File: src/srtf_pkg.sv
// Shared constants and types for the SRTF tick scheduler.
package srtf_pkg;

    localparam int SLOTS = 16;
    localparam int IDX_W = (SLOTS > 1) ? $clog2(SLOTS) : 1;
    localparam int CNT_W = $clog2(SLOTS + 1);

    localparam int TIME_W   = 32;
    localparam int VAL_W    = 16;
    localparam int SLOT_W   = 4;
    localparam int CFG_W    = 5;
    localparam int S_DATA_W = 40;
    localparam int M_DATA_W = 40;

    localparam logic CMD_LOAD = 1'b0;
    localparam logic CMD_TICK = 1'b1;

    typedef enum logic [1:0] {
        ST_IDLE,
        ST_SCAN,
        ST_UPDATE
    } state_t;

endpackage

File: src/srtf_tick_scheduler.sv
// Shortest-remaining-time-first scheduler over a table of process slots.
// Load word: writes the slot tables, no result. Tick word: one compare unit scans n = min(slot_count,
//   16) slots, one per cycle from a registered read; the result word becomes valid after the scan
//   and the update state, when s_tready returns; later only while the output register is held.
// Reset: synchronous, time 0, slot_count 1, finished marks clear, output empty, tables kept.
module srtf_tick_scheduler (
    input  logic                           aclk,
    input  logic                           aresetn,
    // slave side
    input  logic                           s_tvalid,
    output logic                           s_tready,
    input  logic [srtf_pkg::S_DATA_W-1:0]  s_tdata,   // slot_index[3:0], arrival_time[19:4],
                                                      // burst_length[35:20], zero fill
    input  logic [0:0]                     s_tuser,   // command[0]
    // master side
    output logic                           m_tvalid,
    input  logic                           m_tready,
    output logic [srtf_pkg::M_DATA_W-1:0]  m_tdata,   // time_now[31:0], chosen_slot[35:32],
                                                      // ran[36], slot_finished[37],
                                                      // all_done[38], zero fill
    // configuration: slot_count
    input  logic                           cfg_valid,
    output logic                           cfg_ready,
    input  logic [srtf_pkg::CFG_W-1:0]     cfg_data
);

    localparam int IDX_W = srtf_pkg::IDX_W;
    localparam int CNT_W = srtf_pkg::CNT_W;
    localparam int VAL_W = srtf_pkg::VAL_W;

    // input fields
    logic [srtf_pkg::SLOT_W-1:0] in_slot;
    logic [VAL_W-1:0]            in_arrival;
    logic [VAL_W-1:0]            in_burst;
    logic                        in_cmd;

    assign in_slot    = s_tdata[3:0];
    assign in_arrival = s_tdata[19:4];
    assign in_burst   = s_tdata[35:20];
    assign in_cmd     = s_tuser[0];

    // slot tables
    logic [VAL_W-1:0] arrival_mem [srtf_pkg::SLOTS];
    logic [VAL_W-1:0] remain_mem  [srtf_pkg::SLOTS];

    srtf_pkg::state_t state_reg, state_next;
    logic [CNT_W-1:0]              scan_reg, scan_next;
    logic                          qv_reg, qv_next;
    logic [IDX_W-1:0]              qidx_reg;
    logic [VAL_W-1:0]              arr_q_reg, rem_q_reg;
    logic                          found_reg, found_next;
    logic                          seen_reg, seen_next;
    logic                          multi_reg, multi_next;
    logic [IDX_W-1:0]              best_idx_reg, best_idx_next;
    logic [VAL_W-1:0]              best_rem_reg, best_rem_next;
    logic [srtf_pkg::TIME_W-1:0]   time_reg, time_next;
    logic [srtf_pkg::CFG_W-1:0]    count_reg;
    logic [srtf_pkg::SLOTS-1:0]    fin_reg;
    logic                          m_valid_reg, m_valid_next;
    logic [srtf_pkg::M_DATA_W-1:0] m_data_reg, m_data_next;

    logic [CNT_W-1:0] active_cnt;
    logic             accept;
    logic             load_ok;
    logic             arr_we, rem_we, fin_we, fin_val;
    logic [IDX_W-1:0] waddr;
    logic [VAL_W-1:0] rem_wdata;
    logic [IDX_W-1:0] raddr;
    logic             rd_en;
    logic             arrived, cand;
    logic [VAL_W-1:0] rem_dec;
    logic             tick_fin, tick_done, out_free;

    assign active_cnt = (32'(count_reg) < srtf_pkg::SLOTS) ? CNT_W'(count_reg)
                                                          : CNT_W'(srtf_pkg::SLOTS);
    assign s_tready  = (state_reg == srtf_pkg::ST_IDLE);
    assign accept    = s_tvalid && s_tready;
    assign load_ok   = (32'(in_slot) < srtf_pkg::SLOTS);
    assign cfg_ready = 1'b1;
    assign out_free  = !m_valid_reg || m_tready;
    assign m_tvalid  = m_valid_reg;
    assign m_tdata   = m_data_reg;

    assign raddr   = scan_reg[IDX_W-1:0];
    assign arrived = (32'(arr_q_reg) <= time_reg);
    assign cand    = !fin_reg[qidx_reg] && arrived;

    assign rem_dec   = (best_rem_reg != '0) ? (best_rem_reg - VAL_W'(1)) : '0;
    assign tick_fin  = found_reg && (rem_dec == '0);
    // only the chosen slot can change, and it was unfinished
    assign tick_done = !seen_reg || (!multi_reg && tick_fin);

    always_comb begin
        state_next    = state_reg;
        scan_next     = scan_reg;
        qv_next       = 1'b0;
        found_next    = found_reg;
        seen_next     = seen_reg;
        multi_next    = multi_reg;
        best_idx_next = best_idx_reg;
        best_rem_next = best_rem_reg;
        time_next     = time_reg;
        m_valid_next  = m_valid_reg && !m_tready;
        m_data_next   = m_data_reg;
        rd_en         = 1'b0;
        arr_we        = 1'b0;
        rem_we        = 1'b0;
        fin_we        = 1'b0;
        fin_val       = 1'b0;
        waddr         = IDX_W'(in_slot);
        rem_wdata     = in_burst;

        // compare stage: data of the slot read last cycle
        if (qv_reg) begin
            if (cand && (!found_reg || (rem_q_reg < best_rem_reg))) begin
                found_next    = 1'b1;
                best_idx_next = qidx_reg;
                best_rem_next = rem_q_reg;
            end
            if (!fin_reg[qidx_reg]) begin
                seen_next  = 1'b1;
                multi_next = multi_reg || seen_reg;
            end
        end

        case (state_reg)
            srtf_pkg::ST_IDLE: begin
                if (accept) begin
                    if (in_cmd == srtf_pkg::CMD_TICK) begin
                        scan_next  = '0;
                        found_next = 1'b0;
                        seen_next  = 1'b0;
                        multi_next = 1'b0;
                        state_next = srtf_pkg::ST_SCAN;
                    end else if (load_ok) begin
                        arr_we  = 1'b1;
                        rem_we  = 1'b1;
                        fin_we  = 1'b1;
                        fin_val = (in_burst == '0);
                    end
                end
            end
            srtf_pkg::ST_SCAN: begin
                if (scan_reg < active_cnt) begin
                    rd_en     = 1'b1;
                    qv_next   = 1'b1;
                    scan_next = scan_reg + CNT_W'(1);
                end else begin
                    state_next = srtf_pkg::ST_UPDATE;
                end
            end
            srtf_pkg::ST_UPDATE: begin
                if (out_free) begin
                    waddr     = best_idx_reg;
                    rem_wdata = rem_dec;
                    rem_we    = found_reg;
                    fin_we    = tick_fin;
                    fin_val   = 1'b1;
                    time_next = time_reg + srtf_pkg::TIME_W'(1);
                    m_valid_next = 1'b1;
                    m_data_next  = '0;
                    m_data_next[31:0]  = time_reg;
                    m_data_next[35:32] = found_reg ? srtf_pkg::SLOT_W'(best_idx_reg)
                                                   : '0;
                    m_data_next[36]    = found_reg;
                    m_data_next[37]    = tick_fin;
                    m_data_next[38]    = tick_done;
                    state_next = srtf_pkg::ST_IDLE;
                end
            end
            default: begin
                state_next = srtf_pkg::ST_IDLE;
            end
        endcase
    end

    always_ff @(posedge aclk) begin
        if (!aresetn) begin
            state_reg   <= srtf_pkg::ST_IDLE;
            scan_reg    <= '0;
            qv_reg      <= 1'b0;
            found_reg   <= 1'b0;
            seen_reg    <= 1'b0;
            multi_reg   <= 1'b0;
            time_reg    <= '0;
            count_reg   <= srtf_pkg::CFG_W'(1);
            fin_reg     <= '0;
            m_valid_reg <= 1'b0;
        end else begin
            state_reg   <= state_next;
            scan_reg    <= scan_next;
            qv_reg      <= qv_next;
            found_reg   <= found_next;
            seen_reg    <= seen_next;
            multi_reg   <= multi_next;
            time_reg    <= time_next;
            m_valid_reg <= m_valid_next;
            if (cfg_valid && cfg_ready) begin
                count_reg <= cfg_data;
            end
            if (fin_we) begin
                fin_reg[waddr] <= fin_val;
            end
        end
    end

    // payload registers
    always_ff @(posedge aclk) begin
        best_idx_reg <= best_idx_next;
        best_rem_reg <= best_rem_next;
        m_data_reg   <= m_data_next;
    end

    // slot tables: one write port, one registered read port
    always_ff @(posedge aclk) begin
        if (arr_we) begin
            arrival_mem[waddr] <= in_arrival;
        end
        if (rem_we) begin
            remain_mem[waddr] <= rem_wdata;
        end
        if (rd_en) begin
            arr_q_reg <= arrival_mem[raddr];
            rem_q_reg <= remain_mem[raddr];
            qidx_reg  <= raddr;
        end
    end

endmodule

File: config.mk
export PLATFORM = sky130hd
export DESIGN_NAME = srtf_tick_scheduler
export DESIGN_NICKNAME = d
export VERILOG_FILES = /design/src/srtf_pkg.sv /design/src/srtf_tick_scheduler.sv
export SDC_FILE = /design/constraint.sdc
export NUM_CORES = 1
export LEC_CHECK = 0
export BUFFER_PORTS_ARGS = -buffer_cell sky130_fd_sc_hd__buf_4
export CAP_MARGIN = 30
export CORE_UTILIZATION = 44
export DETAILED_ROUTE_END_ITERATION = 6
export HOLD_SLACK_MARGIN = 0.08
export PLACE_DENSITY_LB_ADDON = 0.2
export SYNTH_ARGS = -nofsm -noshare
export SYNTH_HDL_FRONTEND = slang
export SYNTH_SLANG_ARGS = --single-unit
File: constraint.sdc
create_clock -name aclk -period 7.7 [get_ports aclk]
set_clock_uncertainty 0.05 [all_clocks]
set_input_delay 1.54 -clock aclk [delete_from_list [all_inputs] [get_ports aclk]]
set_output_delay 1.54 -clock aclk [all_outputs]
set_load 0.01 [all_outputs]
==> Word-level counts from Yosys, hierarchy flattened <==
Memories as Yosys holds them, arrays and structs flattened. A register that Yosys moved wholly into a read port is not among the register bits.
Index checks and enable logic that the tools add are counted.
{ "word_totals": {"register_bits": 128, "ram_bits": 512, "word_cells": 114, "n_memories": 2} }
{ "op_classes": {"n_addsub": 3, "n_lt_le_gt_ge": 7, "n_eq_ne": 7, "n_mux": 54, "n_reduce_logical": 26} }
{ "mem_list": {"columns": ["name", "depth", "word_bits", "read_ports", "rd_clocked_by_memory_dff", "write_ports", "line", "source"], "rows": [
  ["arrival_mem", 16, 16, 1, 1, 1, "srtf_tick_scheduler.sv:43", "logic [VAL_W-1:0] arrival_mem [srtf_pkg::SLOTS];"],
  ["remain_mem", 16, 16, 1, 1, 1, "srtf_tick_scheduler.sv:44", "logic [VAL_W-1:0] remain_mem [srtf_pkg::SLOTS];"]
]} }
{ "op_table": {"columns": ["cell", "count"], "rows": [
  ["$mux 16", 3],
  ["$mux 1", 33],
  ["$add 32x1->32 const B", 1],
  ["$le 16x32->1", 1],
  ["$logic_not 16->1", 2],
  ["$mux 5", 4],
  ["$bwmux 16", 1],
  ["$lt 16x16->1", 1],
  ["$reduce_bool 16->1", 1],
  ["$sub 16x1->16 const B", 1],
  ["$lt 4x5->1 const B", 2],
  ["$pmux 5 s2", 1],
  ["$mux 2", 4],
  ["$mux 4", 2],
  ["$reduce_and 4->1", 2],
  ["$logic_and 1x1->1", 7],
  ["$logic_not 1->1", 6],
  ["$ne 2x2->1 const B", 3],
  ["$pmux 1 s2", 3],
  ["$pmux 2 s3", 1],
  ["$add 5x1->5 const B", 1],
  ["$lt 5x5->1", 1],
  ["$lt 5x5->1 const B", 1],
  ["$bmux 1 s4", 1],
  ["9 further kinds", 14]
]} }

==> Depth between registers and ports, before layout <==
{ "logic_depth": {"ltp_word": 10, "mapped_depth": 10, "ltp_nobuf": 9} }

==> Worst setup path after synthesis <==
No wires, ideal clock.
{ "synth_timing": {"path_kind": "input to register", "from": "input m_tready", "to": "memory remain_mem[0][10], data pin", "setup_ps": 330, "t_arrival_ps": 4180, "required_ps": 7320, "setup_slack_ps": 3139, "path_stages": 6, "n_path_buf": 1, "path_cell_list": "nand2b_1 > nand2_1 > inv_2 > clkbuf_1 > nand2_1 > o21ai_0"} }
{ "synth_via": {"elab_chain_cells": 3} }
{ "synth_lines": {"columns": ["element", "line", "source"], "rows": [
  ["start, declared", "srtf_tick_scheduler.sv:17", "input logic m_tready,"],
  ["$logic_or 1x1->1", "srtf_tick_scheduler.sv:80", "assign out_free = !m_valid_reg || m_tready;"],
  ["$mux 16", "srtf_tick_scheduler.sv:153", "if (out_free) begin"],
  ["$mux 16", "srtf_tick_scheduler.sv:126", "case (state_reg)"],
  ["named net rem_wdata[10]", "srtf_tick_scheduler.sv:67", "logic [VAL_W-1:0] rem_wdata;"],
  ["end, declared", "srtf_tick_scheduler.sv:44", null]
]} }
The timed path passes the listed nets, and every way through them passes these cells.

==> Worst setup path after layout <==
{ "layout_timing": {"from": "input m_tready", "to": "memory remain_mem[4][8], enable pin"} }
{ "layout_via": {"elab_chain_cells": 5} }
{ "layout_lines": {"columns": ["element", "line", "source"], "rows": [
  ["$logic_or 1x1->1 *", "srtf_tick_scheduler.sv:80", null],
  ["$mux 1", "srtf_tick_scheduler.sv:153", null],
  ["$pmux 1 s2", "srtf_tick_scheduler.sv:126", null],
  ["$mux 1", "srtf_tick_scheduler.sv:219", "if (rem_we) begin"],
  ["$mux 1 (not written as such)", "srtf_tick_scheduler.sv:220", "remain_mem[waddr] <= rem_wdata;"]
]} }
Every way passes the cells marked *; elsewhere a longest branch is shown, timed or not.

==> summary.md <==
| Metric | Value |
|---|---|
| Seq/Total Area, Yosys | `0.7282` |
| Finished Layout Cells | `2412` |
| Die Ht | `248.9 um` |
| Hold buffers post-CTS | `0` |
| GPL Wtd Cong | `0.8081` |
| Final Hold Fails | `0` |
| CP arrival | `4.09 ns` |
| CTS tree | `yes` |
| Cts bufs inserted | `69` |
| CP Cell Sequence | `buf_4, nand2b_1, nand2_1, buf_4, inv_2, o21ai_0, nand2_1, o31a_1, nor2_2, buf_8` |
| CP peak stage delay | `0.58 ns` |
| Final wirelength | `58580 um` |
| Share of cells above drive strength 1 | `0.2779` |
| IO Pins | `94` |
| # DRC | `0` |
| Final slew viol count | `0` |
| Dpl hpwl | `35370 um` |
| TNS Setup | `0 ns` |
| Root Driver | `clkbuf_16` |
| Cell Pwr Density | `239.5 mW/mm^2` |
| Drt initial violations | `1134` |
| Fmax | `260.2 MHz` |
| H-tree levels | `3` |
| Antenna cells | `0` |
| Crit share post-route | `0.4990` |
| Final net count | `1674` |
| Synth Area per Inst | `18.85 sq um` |
| Largest net degree at the start of global routing | `65` |
| CP required | `7.94 ns` |
| Via density | `5.681` |
| Insertion delay to the later sink of the worst-skew pair | `0.59 ns` |
| Postcts setup bufs | `0` |
| Worst Max-Slew Pin Slew | `0.9980 ns` |
| Post-cts gate resize count | `0` |
| Area delta synth->final | `15.70%` |
| Final antenna-violating net count | `0` |
| Synth area leaders | `edfxtp_1 (68%), mux4_2 (14%), dfxtp_1 (4.9%)` |
| Critical-path top delay cell | `nor2_2` |
| Yosys reg bits | `672` |
| Critical path peak fanout | `39` |
| Worst hold path class | `flop to flop` |
| Commonest non-fill, non-tap cells in the layout | `edfxtp_1 (607), mux4_2 (165), buf_4 (138)` |
| Commonest non-fill, non-tap cell in the layout | `edfxtp_1` |
| CP bufs+invs | `4` |
| Final min period | `3.843 ns` |
| CTS max path bufs | `3` |
| Sink Count | `672` |
| Status | `complete, no violations` |
| Vias in the first global route | `14130` |
| Starting Density | `0.4452` |
| Global-route wire length before repair | `88420 um` |
| Max-Cap Viols | `0` |
| Final setup viols | `0` |
| Congestion Overflow GR | `0` |
| Routed vias | `13700` |
| CP delay by family, top | `simple AND/OR/NAND/NOR gates` |
| Die extent in x | `248.9 um` |
| GRT Util Overall | `0.1927` |
| Synth warn | `0` |
| Initial antenna violation count | `2` |
| PortBufs | `87` |
| CP Capture Type | `flop` |
| Pleak | `9.947 nW` |
| Syn_nets | `1512` |
| Total iterations of the first detailed-routing run | `5` |
| Cell area after synthesis | `0.02682 sq mm` |
| Synth top area share | `0.6797` |
| RSZ-0062 raised after global routing | `false` |
| Core Area | `0.06025 sq mm` |
| Leading area contributor after synthesis | `edfxtp_1` |
| Drt wl/cell | `24.29 um` |
| Post-synth top flop | `edfxtp_1` |
| Startpoint types | `primary input` |
| Clock-pin slew on the worst setup and hold paths | `0.06 ns` |
| Critical path type | `primary input to flop` |
| Row cnt | `90` |
| Area of the die | `0.06194 sq mm` |
| Synth unique cells | `61` |
| Inst Count DP | `2295` |
| Post-synth EDFFs | `607` |
| Rel. slew slack | `0.3347` |
| Maximum VDD drop | `0.0001451 V` |
| Async S/R FF share, synth | `0` |
| Synth Instances | `1423` |
-- cells in the mapped netlist, types with 5 or more instances --
cell	count
nor2b_1	13
a21boi_0	5
nand3_1	16
and4_1	5
a21o_1	7
mux2i_1	6
nand2_1	52
or3_1	7
a211oi_1	6
xnor2_1	34
inv_1	46
xor2_1	5
o31ai_1	8
edfxtp_1	607
nand4_1	19
buf_1	15
dfxtp_1	65
a21oi_1	20
o221a_1	7
and2_1	35
nor3_1	14
nand2b_1	10
nor4_1	14
o21ai_1	10
and3_1	8
clkbuf_1	42
mux4_2	165
nor2_1	58
ha_1	38
o21ai_0	28
o211ai_1	9
-- layer usage --
layer	share of wire	up-vias	GRT usage	wire [um]
met5	0.00015	-	0	9
met3	0.063	89	0.03521	3675
met2	0.47	388	0.3042	27690
li1	-	6064	-	-
met4	0.022	2	0.06247	1312
met1	0.44	7160	0.2721	25890
-- cell families after synthesis --
logic type | share of synthesized area
flip-flops | 0.7282
XOR/XNOR | 0.01274
AO/OA/AOI/OAI | 0.03182
adder cells (fa/ha/maj) | 0.01773
multiplexers | 0.1408
other | 0.0002800
AND/OR/NAND/NOR | 0.05291
buffers and inverters | 0.01554
-- worst reg2reg max path, stage by stage, from the launching register on --
cell and delay, ns:
edfxtp_1 0.49, ha_1 0.36, nand4_1 0.10, nor2_1 0.06
and4_1 0.22, a21boi_0 0.14, a2111oi_0 0.64, o21ai_1 0.32
a21oi_2 0.39, buf_4 0.33
-- final timing paths --
| kind | from | endpoint | slack [ns] | depth (start not counted) |
|---|---|---|---|---|
| worst min-delay path | time_reg[15] | m_tdata[15] | 0.40 | 0 |
| worst min register to register | time_reg[15] | m_tdata[15] | 0.40 | 0 |
| worst max register to register | arr_q_reg[13] | best_rem_reg[8] | 4.28 | 9 |
| worst max-delay path | m_tready | remain_mem[4][8] | 3.86 | 10 |
-- per-stage QoR --
stage	instance area [sq um]	hold slack, ns	util	power [mW]	setup slack (ns)
2_1_floorplan	26820	0.3582	-	4.229	3.139
3_3_place_gp	28720	0.3702	0.4767	4.336	3.020
3_5_place_dp	28900	0.3898	0.4797	4.347	3.254
4_1_cts	31000	0.4006	0.5146	7.499	3.870
5_1_grt	31030	0.4086	0.5151	7.655	3.625
6_report	31030	0.3991	0.5151	7.433	3.857
-- area by class of cell --
class,instances,area [sq um]
Fill cell,4786,29220
Sequential cell,672,19540
Timing Repair Buffer,151,1242
Tap cell,782,978.4
Inverter,47,176.4
Clock inverter,26,244.0
Multi-Input combinational cell,644,6992
Clock buffer,90,1858
-- power breakdown --
part / internal (mW) / switching [mW]
clock: 1.86 / 1.31
sequential: 4.01 / 0.0200
combinational: 0.0931 / 0.145
total: 5.96 / 1.47
(Power assumes the default switching activity.)
